[src/hdl/ctrf_pkg.sv]
`timescale 1ns / 1ps
// ----------------------------------------------------------------------------
// ctrf_pkg: shared types and constants of the coalescing tile request queue
// Holds the sequencer state encoding, memory control bundle, register
// indexes, opcodes and fixed register widths.
// ----------------------------------------------------------------------------
package ctrf_pkg;

  // fixed register and field widths
  localparam int MAXQ_W      = 7;
  localparam int WIN_W       = 31;
  localparam int CFG_DATA_W  = 31;
  localparam int CFG_IDX_W   = 1;
  localparam int COUNT_OUT_W = 7;

  localparam logic [MAXQ_W-1:0] MAXQ_RESET = 7'd64;

  // register indexes
  localparam logic [CFG_IDX_W-1:0] REG_MAX_QUEUE    = 1'b0;
  localparam logic [CFG_IDX_W-1:0] REG_MERGE_WINDOW = 1'b1;

  // opcodes
  localparam logic OP_ACCEPT = 1'b0;
  localparam logic OP_POP    = 1'b1;

  // sequencer states
  typedef enum logic [2:0] {
    ST_IDLE,
    ST_SCAN,
    ST_DECIDE,
    ST_POP_RD,
    ST_POP_WAIT,
    ST_FINISH
  } state_t;

  // memory strobes from sequencer to store
  typedef struct packed {
    logic rd;
    logic coord_we;
    logic stamp_we;
  } mem_ctl_t;

endpackage

[src/hdl/ctrf_seq.sv]
`timescale 1ns / 1ps
// ----------------------------------------------------------------------------
// ctrf_seq: request sequencer
// Takes one word at a time, scans the pending slots through the store for a
// matching tile, restamps copies, appends or pops, and holds the result word.
// ----------------------------------------------------------------------------
module ctrf_seq #(
  parameter int QUEUE_DEPTH = 64,
  parameter int COORD_BITS  = 16,
  parameter int TIME_BITS   = 48,
  parameter int ADDR_BITS   = (QUEUE_DEPTH > 1) ? $clog2(QUEUE_DEPTH) : 1
) (
  input  logic                                  clk,
  input  logic                                  rst,
  // configuration
  input  logic                                  cfg_we,
  input  logic [ctrf_pkg::CFG_IDX_W-1:0]        cfg_index,
  input  logic [ctrf_pkg::CFG_DATA_W-1:0]       cfg_data,
  // request channel
  input  logic                                  req_valid,
  output logic                                  req_stall,
  input  logic                                  opcode,
  input  logic signed [COORD_BITS-1:0]          tile_x,
  input  logic signed [COORD_BITS-1:0]          tile_y,
  input  logic [TIME_BITS-1:0]                  now_ms,
  // response channel
  output logic                                  rsp_valid,
  input  logic                                  rsp_stall,
  output logic                                  ok,
  output logic                                  merged,
  output logic signed [COORD_BITS-1:0]          popped_x,
  output logic signed [COORD_BITS-1:0]          popped_y,
  output logic [ctrf_pkg::COUNT_OUT_W-1:0]      pending_count,
  // store interface
  output ctrf_pkg::mem_ctl_t                    mem_ctl,
  output logic [ADDR_BITS-1:0]                  rd_addr,
  output logic [ADDR_BITS-1:0]                  wr_addr,
  output logic [2*COORD_BITS-1:0]               wr_coord,
  output logic [TIME_BITS-1:0]                  wr_stamp,
  input  logic [2*COORD_BITS-1:0]               rd_coord,
  input  logic [TIME_BITS-1:0]                  rd_stamp
);
  import ctrf_pkg::*;

  localparam int CNT_W = $clog2(QUEUE_DEPTH + 1);
  localparam int CMP_W = (CNT_W > MAXQ_W) ? CNT_W : MAXQ_W;
  localparam int DIF_W = (TIME_BITS > WIN_W) ? TIME_BITS : WIN_W;

  function automatic logic [ADDR_BITS-1:0] ptr_inc(input logic [ADDR_BITS-1:0] p);
    logic [ADDR_BITS-1:0] r;
    if (p == ADDR_BITS'(QUEUE_DEPTH - 1)) begin
      r = '0;
    end else begin
      r = ADDR_BITS'(p + 1'b1);
    end
    return r;
  endfunction

  state_t state, state_next;

  // configuration registers
  logic [MAXQ_W-1:0] max_queue;
  logic [WIN_W-1:0]  merge_window;

  // queue pointers
  logic [ADDR_BITS-1:0] head, tail;
  logic [CNT_W-1:0]     count;

  // latched request
  logic                    op_q;
  logic [COORD_BITS-1:0]   x_q, y_q;
  logic [TIME_BITS-1:0]    now_q;

  // scan state
  logic [ADDR_BITS-1:0] scan_ptr;
  logic [CNT_W-1:0]     issue_left;
  logic                 rd_pend;
  logic [ADDR_BITS-1:0] rd_addr_q;
  logic                 found;
  logic                 merge_q;
  logic                 restamp_q;

  // pending result word
  logic                  res_ok, res_merged;
  logic [COORD_BITS-1:0] res_x, res_y;

  logic                  req_take, rsp_free;
  logic                  room, coord_hit, stamp_ok, first_hit, restamp_now, append;
  logic [CMP_W-1:0]      cap;
  logic [TIME_BITS-1:0]  age;
  logic [CNT_W+COUNT_OUT_W-1:0] count_ext;

  assign req_stall = rst || (state != ST_IDLE);
  assign req_take  = req_valid && !req_stall;
  assign rsp_free  = !rsp_valid || !rsp_stall;

  // capacity and match logic
  always_comb begin
    if (CMP_W'(max_queue) > CMP_W'(QUEUE_DEPTH)) begin
      cap = CMP_W'(QUEUE_DEPTH);
    end else begin
      cap = CMP_W'(max_queue);
    end
    room        = CMP_W'(count) < cap;
    age         = TIME_BITS'(now_q - rd_stamp);
    coord_hit   = rd_pend && (rd_coord == {x_q, y_q});
    stamp_ok    = (now_q >= rd_stamp) && (DIF_W'(age) < DIF_W'(merge_window));
    first_hit   = coord_hit && !found;
    restamp_now = first_hit ? (stamp_ok || room) : (coord_hit && restamp_q);
    append      = !(found && merge_q) && room;
  end

  // next state
  always_comb begin
    state_next = state;
    case (state)
      ST_IDLE: begin
        if (req_take) begin
          if (opcode == OP_POP) begin
            state_next = (count == '0) ? ST_FINISH : ST_POP_RD;
          end else begin
            state_next = (count == '0) ? ST_DECIDE : ST_SCAN;
          end
        end
      end
      ST_SCAN: begin
        if (issue_left == '0 && !rd_pend) begin
          state_next = ST_DECIDE;
        end
      end
      ST_DECIDE:   state_next = ST_FINISH;
      ST_POP_RD:   state_next = ST_POP_WAIT;
      ST_POP_WAIT: state_next = ST_FINISH;
      ST_FINISH: begin
        if (rsp_free) begin
          state_next = ST_IDLE;
        end
      end
      default:     state_next = ST_IDLE;
    endcase
  end

  // memory strobes and addresses
  always_comb begin
    mem_ctl  = '0;
    rd_addr  = head;
    wr_addr  = rd_addr_q;
    wr_coord = {x_q, y_q};
    wr_stamp = now_q;
    case (state)
      ST_SCAN: begin
        mem_ctl.rd       = (issue_left != '0);
        mem_ctl.stamp_we = restamp_now;
        rd_addr          = scan_ptr;
      end
      ST_DECIDE: begin
        mem_ctl.coord_we = append;
        mem_ctl.stamp_we = append;
        wr_addr          = tail;
      end
      ST_POP_RD: begin
        mem_ctl.rd = 1'b1;
      end
      default: begin
        mem_ctl = '0;
      end
    endcase
  end

  // configuration writes
  always_ff @(posedge clk) begin
    if (rst) begin
      max_queue    <= MAXQ_RESET;
      merge_window <= '0;
    end else if (cfg_we) begin
      case (cfg_index)
        REG_MAX_QUEUE:    max_queue    <= cfg_data[MAXQ_W-1:0];
        REG_MERGE_WINDOW: merge_window <= cfg_data[WIN_W-1:0];
        default:          max_queue    <= max_queue;
      endcase
    end
  end

  // control state
  always_ff @(posedge clk) begin
    if (rst) begin
      state     <= ST_IDLE;
      head      <= '0;
      tail      <= '0;
      count     <= '0;
      rd_pend   <= 1'b0;
      rsp_valid <= 1'b0;
    end else begin
      state   <= state_next;
      rd_pend <= (state == ST_SCAN) && mem_ctl.rd;
      if (state == ST_DECIDE && append) begin
        tail  <= ptr_inc(tail);
        count <= CNT_W'(count + 1'b1);
      end
      if (state == ST_POP_WAIT) begin
        head  <= ptr_inc(head);
        count <= CNT_W'(count - 1'b1);
      end
      if (state == ST_FINISH && rsp_free) begin
        rsp_valid <= 1'b1;
      end else if (!rsp_stall) begin
        rsp_valid <= 1'b0;
      end
    end
  end

  // request latch, scan bookkeeping and result word
  always_ff @(posedge clk) begin
    if (req_take) begin
      op_q       <= opcode;
      x_q        <= tile_x;
      y_q        <= tile_y;
      now_q      <= now_ms;
      scan_ptr   <= head;
      issue_left <= count;
      found      <= 1'b0;
      merge_q    <= 1'b0;
      restamp_q  <= 1'b0;
      res_ok     <= 1'b0;
      res_merged <= 1'b0;
      res_x      <= '0;
      res_y      <= '0;
    end
    if (state == ST_SCAN) begin
      if (mem_ctl.rd) begin
        scan_ptr   <= ptr_inc(scan_ptr);
        issue_left <= CNT_W'(issue_left - 1'b1);
      end
      rd_addr_q <= scan_ptr;
      if (first_hit) begin
        found     <= 1'b1;
        merge_q   <= stamp_ok;
        restamp_q <= stamp_ok || room;
      end
    end
    if (state == ST_DECIDE) begin
      res_ok     <= (found && merge_q) || room;
      res_merged <= found && merge_q;
    end
    if (state == ST_POP_WAIT) begin
      res_ok <= 1'b1;
      res_x  <= rd_coord[2*COORD_BITS-1:COORD_BITS];
      res_y  <= rd_coord[COORD_BITS-1:0];
    end
  end

  // response word
  assign count_ext = (CNT_W + COUNT_OUT_W)'(count);
  always_ff @(posedge clk) begin
    if (state == ST_FINISH && rsp_free) begin
      ok            <= res_ok;
      merged        <= res_merged && (op_q == OP_ACCEPT);
      popped_x      <= signed'(res_x);
      popped_y      <= signed'(res_y);
      pending_count <= count_ext[COUNT_OUT_W-1:0];
    end
  end

`ifndef SYNTHESIS
  // occupancy never exceeds the slot count
  a_count_bound: assert property (@(posedge clk) disable iff (rst)
    CMP_W'(count) <= CMP_W'(QUEUE_DEPTH))
    else $error("pending count above queue depth");

  // a slot is only appended when room was there
  a_append_room: assert property (@(posedge clk) disable iff (rst)
    mem_ctl.coord_we |-> (state == ST_DECIDE && room))
    else $error("append without room");

  // a pop read only happens on a non-empty queue
  a_pop_nonempty: assert property (@(posedge clk) disable iff (rst)
    (state == ST_POP_RD) |-> (count != '0))
    else $error("pop read on empty queue");

  // a new response word comes only out of the finish step
  a_rsp_from_finish: assert property (@(posedge clk) disable iff (rst)
    $rose(rsp_valid) |-> $past(state == ST_FINISH))
    else $error("response raised outside finish");

  // an accepted word blocks the request side on the next cycle
  a_busy_after_take: assert property (@(posedge clk) disable iff (rst)
    req_take |=> req_stall)
    else $error("request side open while busy");
`endif

endmodule

[config.mk]
export PLATFORM = sky130hd
export DESIGN_NAME = ctrf_seq
export DESIGN_NICKNAME = d
export VERILOG_FILES = /design/src/hdl/ctrf_pkg.sv /design/src/hdl/ctrf_seq.sv
export SDC_FILE = /design/constraint.sdc
export NUM_CORES = 1
export LEC_CHECK = 0
export ABC_AREA = 1
export BUFFER_PORTS_ARGS = -buffer_cell sky130_fd_sc_hd__buf_2
export CORE_MARGIN = 2
export CORE_UTILIZATION = 30
export CTS_CLUSTER_SIZE = 28
export DETAILED_ROUTE_END_ITERATION = 10
export PLACE_DENSITY_LB_ADDON = 0.12
export SLEW_MARGIN = 20
export SYNTH_ARGS = -nofsm -noshare
export SYNTH_HDL_FRONTEND = slang
export SYNTH_SLANG_ARGS = --single-unit
[constraint.sdc]
create_clock -name clk -period 11 [get_ports clk]
set_input_delay 1.65 -clock clk [delete_from_list [all_inputs] [get_ports clk]]
set_output_delay 1.65 -clock clk [all_outputs]
set_load 0.02 [all_outputs]
==> key figures <==
STA
  – Max Slew Vio Count: 0
  – Slew @ Worst Pin: 0.983 ns
  – Fmax: about 150 MHz
  – Unrepaired setup endpoints after global routing: false
  – Setup TNS: 0 ns
  – Period utilisation layout: 58.9%
  – PnR worst setup slack: approximately 4.5 ns
  – Hold Fails Final Rpt: 0
  – Final Critical Period: 6.48 ns
  – Clock skew: approximately 0.01 ns
  – Max transition margin: 34.2%
  – Final setup violation count: 0

CTS
  – Clk slew on worst S/H paths: about 0.06 ns
  – CTS Sinks: 240
  – Clk buf depth: 3
  – CTS-repair resized insts: 0
  – Cts hold-fix bufs: 0
  – Inserted Clock Buffers: 30
  – H-tree Lvls: 1
  – Root Driver: clkbuf_16
  – CTS tree: yes
  – Number of setup buffers added after CTS: 0
  – Worst skew pair latency: ~0.6 ns

Run status
  – Outcome: completed

Critical path
  – Worst endpoint required time: 9.35 ns
  – Worst Setup SP: rd_stamp[2]
  – Arrival @ worst endpoint: 4.83 ns
  – Path type of the worst setup path: in2out
  – RR Startpoint: wr_stamp[19]
  – Kind of end point of the critical path: output port
  – CP Launch Type: input pin
  – Max FO, Critical Path: 5

Yosys
  – Synth cell count leaders: nand2_1 (447), inv_1 (339), nor2_1 (183), edfxtp_1 (161), a21oi_1 (121)
  – Syn_nets: 2149
  – Async set-or-reset flop fraction in the synthesized netlist: 0%
  – Synth Instances: about 1900
  – #FFs+latches synth: 240
  – Syn Area/Cell: between 7 and 8 um^2
  – Top_reg_cell synth: edfxtp_1
  – Top-count cell post-synth: nand2_1
  – Largest cells by area after synthesis: edfxtp_1 (33%), nand2_1 (12%), dfxtp_1 (11%)
  – Post-synth EDFFs: 161
  – Ys Warns: 0
  – Netlist cell types: 49
  – Dominant cell type by area after synthesis: edfxtp_1
  – Synth top area share: 33.3%
  – Mapped Area: 0.0145 mm^2
  – Sequential-to-total area share from yosys stat: approximately 44%

Place
  – Post-place setup slack: 4.45 ns
  – DP HPWL: 40300 um
  – IO Port Bufs: between 300 and 400
  – GPL Wtd Cong: 0.943
  – Cell Area, Placed: 0.0169 mm^2

Die
  – Die area: 0.0502 mm^2
  – Core Footprint: 0.0477 mm^2
  – Initial Util: 30.4%
  – # IOs: roughly 340
  – Die width: 224 um
  – Die Y: 224 um
  – Row count: 80

GRT
  – Largest net degree at the start of global routing: 62
  – First-pass GRT wire length: 74400 um
  – Initial antenna violation count: 6
  – Grt total ovfl: 0
  – GRT Util Overall: 19.3%
  – Vias in the first global route: 13000

Power and ir drop
  – Pleak: around 8.6 nW
  – VDD IR-drop max: between 0.1 and 0.15 mV
  – Pwr Total: 3.45 mW
  – PwrDens: 193 mW/mm^2

Min path
  – Worst min-delay path startpoint: res_x[14]
  – Hold WC Path Type: reg2reg

Route
  – DR vias/cell: 4.57
  – Initial DRT Pass Iterations: 5
  – DRC Markers: 0
  – WL/cell: roughly 17 um
  – Number of DRC markers in iteration 0: 877
  – Routed wire length: 49200 um
  – ANT nets after route: 0
  – Vias: 13000

Job
  – Max Cap Viol: 0

Finish
  – Register area: roughly 0.0064 mm^2
  – Nets: 2499
  – Area of the multi-input gates: 0.00671 mm^2
  – Final core utilization: 37.5%
  – Post-route cell area: ~0.018 mm^2
  – Layout cells sized above 1: 21.1%
  – Layout area overhead: 23.2%
  – Fill count: 5097
-- registers in the layout, summed over array words and instances (netlist names), 3 cells and up --
| signal | count |
|---|---|
| count | 7 |
| x_q | 16 |
| popped_y | 16 |
| wr_stamp | 48 |
| tail | 6 |
| y_q | 16 |
| popped_x | 16 |
| state | 3 |
| merge_window | 31 |
| rd_addr_q | 6 |
| max_queue | 7 |
| scan_ptr | 6 |
| head | 6 |
| pending_count | 7 |
| res_x | 16 |
| res_y | 16 |
| issue_left | 7 |
-- per-layer routing --
metal | wire, um | vias to the layer above | global-route usage (%) | part of all wire (%)
met3 | 2260 | 71 | 2.61 | 4.6
met5 | 0 | - | 0 | 0
met4 | 1220 | 0 | 5.12 | 2.5
met2 | 23900 | 312 | 33.8 | 49
met1 | 21800 | 5953 | 24.8 | 44
li1 | - | 6694 | - | -
-- through the flow --
| stage | hold slack (ns) | std cells |
|---|---|---|
| after CTS | 0.419 | 2843 |
| final | 0.414 | 2849 |
| after global routing | 0.425 | 2845 |
| after floorplan | 0.400 | 1854 |
| after global placement | 0.401 | 2787 |
| after detailed placement | 0.405 | 2787 |
-- cell usage in the layout, fill, tap and decap left out, types with 4 or more instances in the layout --
cell       synthesis  layout
a211oi_1           5       5
a21oi_1          121     120
a31oi_1            6       6
buf_2              0     335
buf_4              0       6
clkbuf_1          17      10
clkbuf_16          0      30
clkinv_1           3       5
clkinv_2           0       6
dfxtp_1           79      79
diode_2            0       6
edfxtp_1         161     161
ha_1              95      95
inv_1            339     338
inv_2             10      10
nand2_1          447     446
nand2_2           26      27
nand3_1           58      58
nand3b_1           5       5
nand4_1           28      28
nor2_1           183     183
nor2_2            14      14
nor2_4             6       6
nor3_1            19      19
nor3_2             4       4
nor4_1             9       9
o211ai_1           5       5
o21ai_0          104     104
o21bai_1          12      12
or2_2             11      11
xnor2_1           12      12
xor2_1            38      38
-- area by class of cell --
cell class / instances / share of cell area, %
clock buffers: 42 / 4.56
multi-input cells: 1239 / 37.5
clock inverters: 14 / 0.720
well taps: 615 / 4.30
inverters: 352 / 7.39
diodes: 6 / 0.0839
repair buffers: 341 / 9.62
flip-flops and latches: 240 / 35.8
-- final timing paths --
| check | slack (ns) | cells after the start | to |
|---|---|---|---|
| setup reg to reg | 7.64 | 17 | restamp_q |
| setup / recovery | 4.52 | 23 | mem_ctl[0] |
| hold / removal | 0.41 | 0 | popped_x[14] |
| hold reg to reg | 0.41 | 0 | popped_x[14] |
-- cell families (layout without fill, tap and decap cells) --
group | Yosys count | count (layout) | synth area share (%)
AOI/OAI and AO/OA | 268 | 268 | 10.0
xor gates and xnor gates | 50 | 50 | 3.01
adders and majority gates | 97 | 97 | 8.45
buffers and inverters | 375 | 749 | 9.79
DFF | 240 | 240 | 44.1
muxes | 2 | 2 | 0.138
other | 0 | 6 | 0
and+or+nand+nor | 822 | 822 | 24.5
-- power breakdown --
| part | total [mW] | switching (mW) | internal (mW) | leakage, nW |
|---|---|---|---|---|
| Sequential | 1.28 | 0.100 | 1.18 | 2.15 |
| Clock | 0.952 | 0.410 | 0.542 | 0.453 |
| Combinational | 1.22 | 0.821 | 0.398 | 6.03 |
| Total | 3.45 | 1.33 | 2.12 | 8.63 |
-- worst max-delay path: stages --
cell      delay [ns]
buf_2           0.08
inv_1           0.03
ha_1            0.35
nand2_1         0.09
nor2_1          0.16
nor2_1          0.11
o21ai_2         0.21
nand2_1         0.09
nand3_1         0.22
xor2_1          0.23
ha_1            0.27
a21oi_1         0.13
nor2_1          0.05
a211oi_1        0.15
o21ai_0         0.11
a21oi_1         0.22
nor3_2          0.08
nor2_1          0.13
nand2_2         0.09
nand3_1         0.08
nand2_1         0.06
nand2_1         0.09
buf_2           0.18
Note: power is estimated with default switching activity, not from simulation.
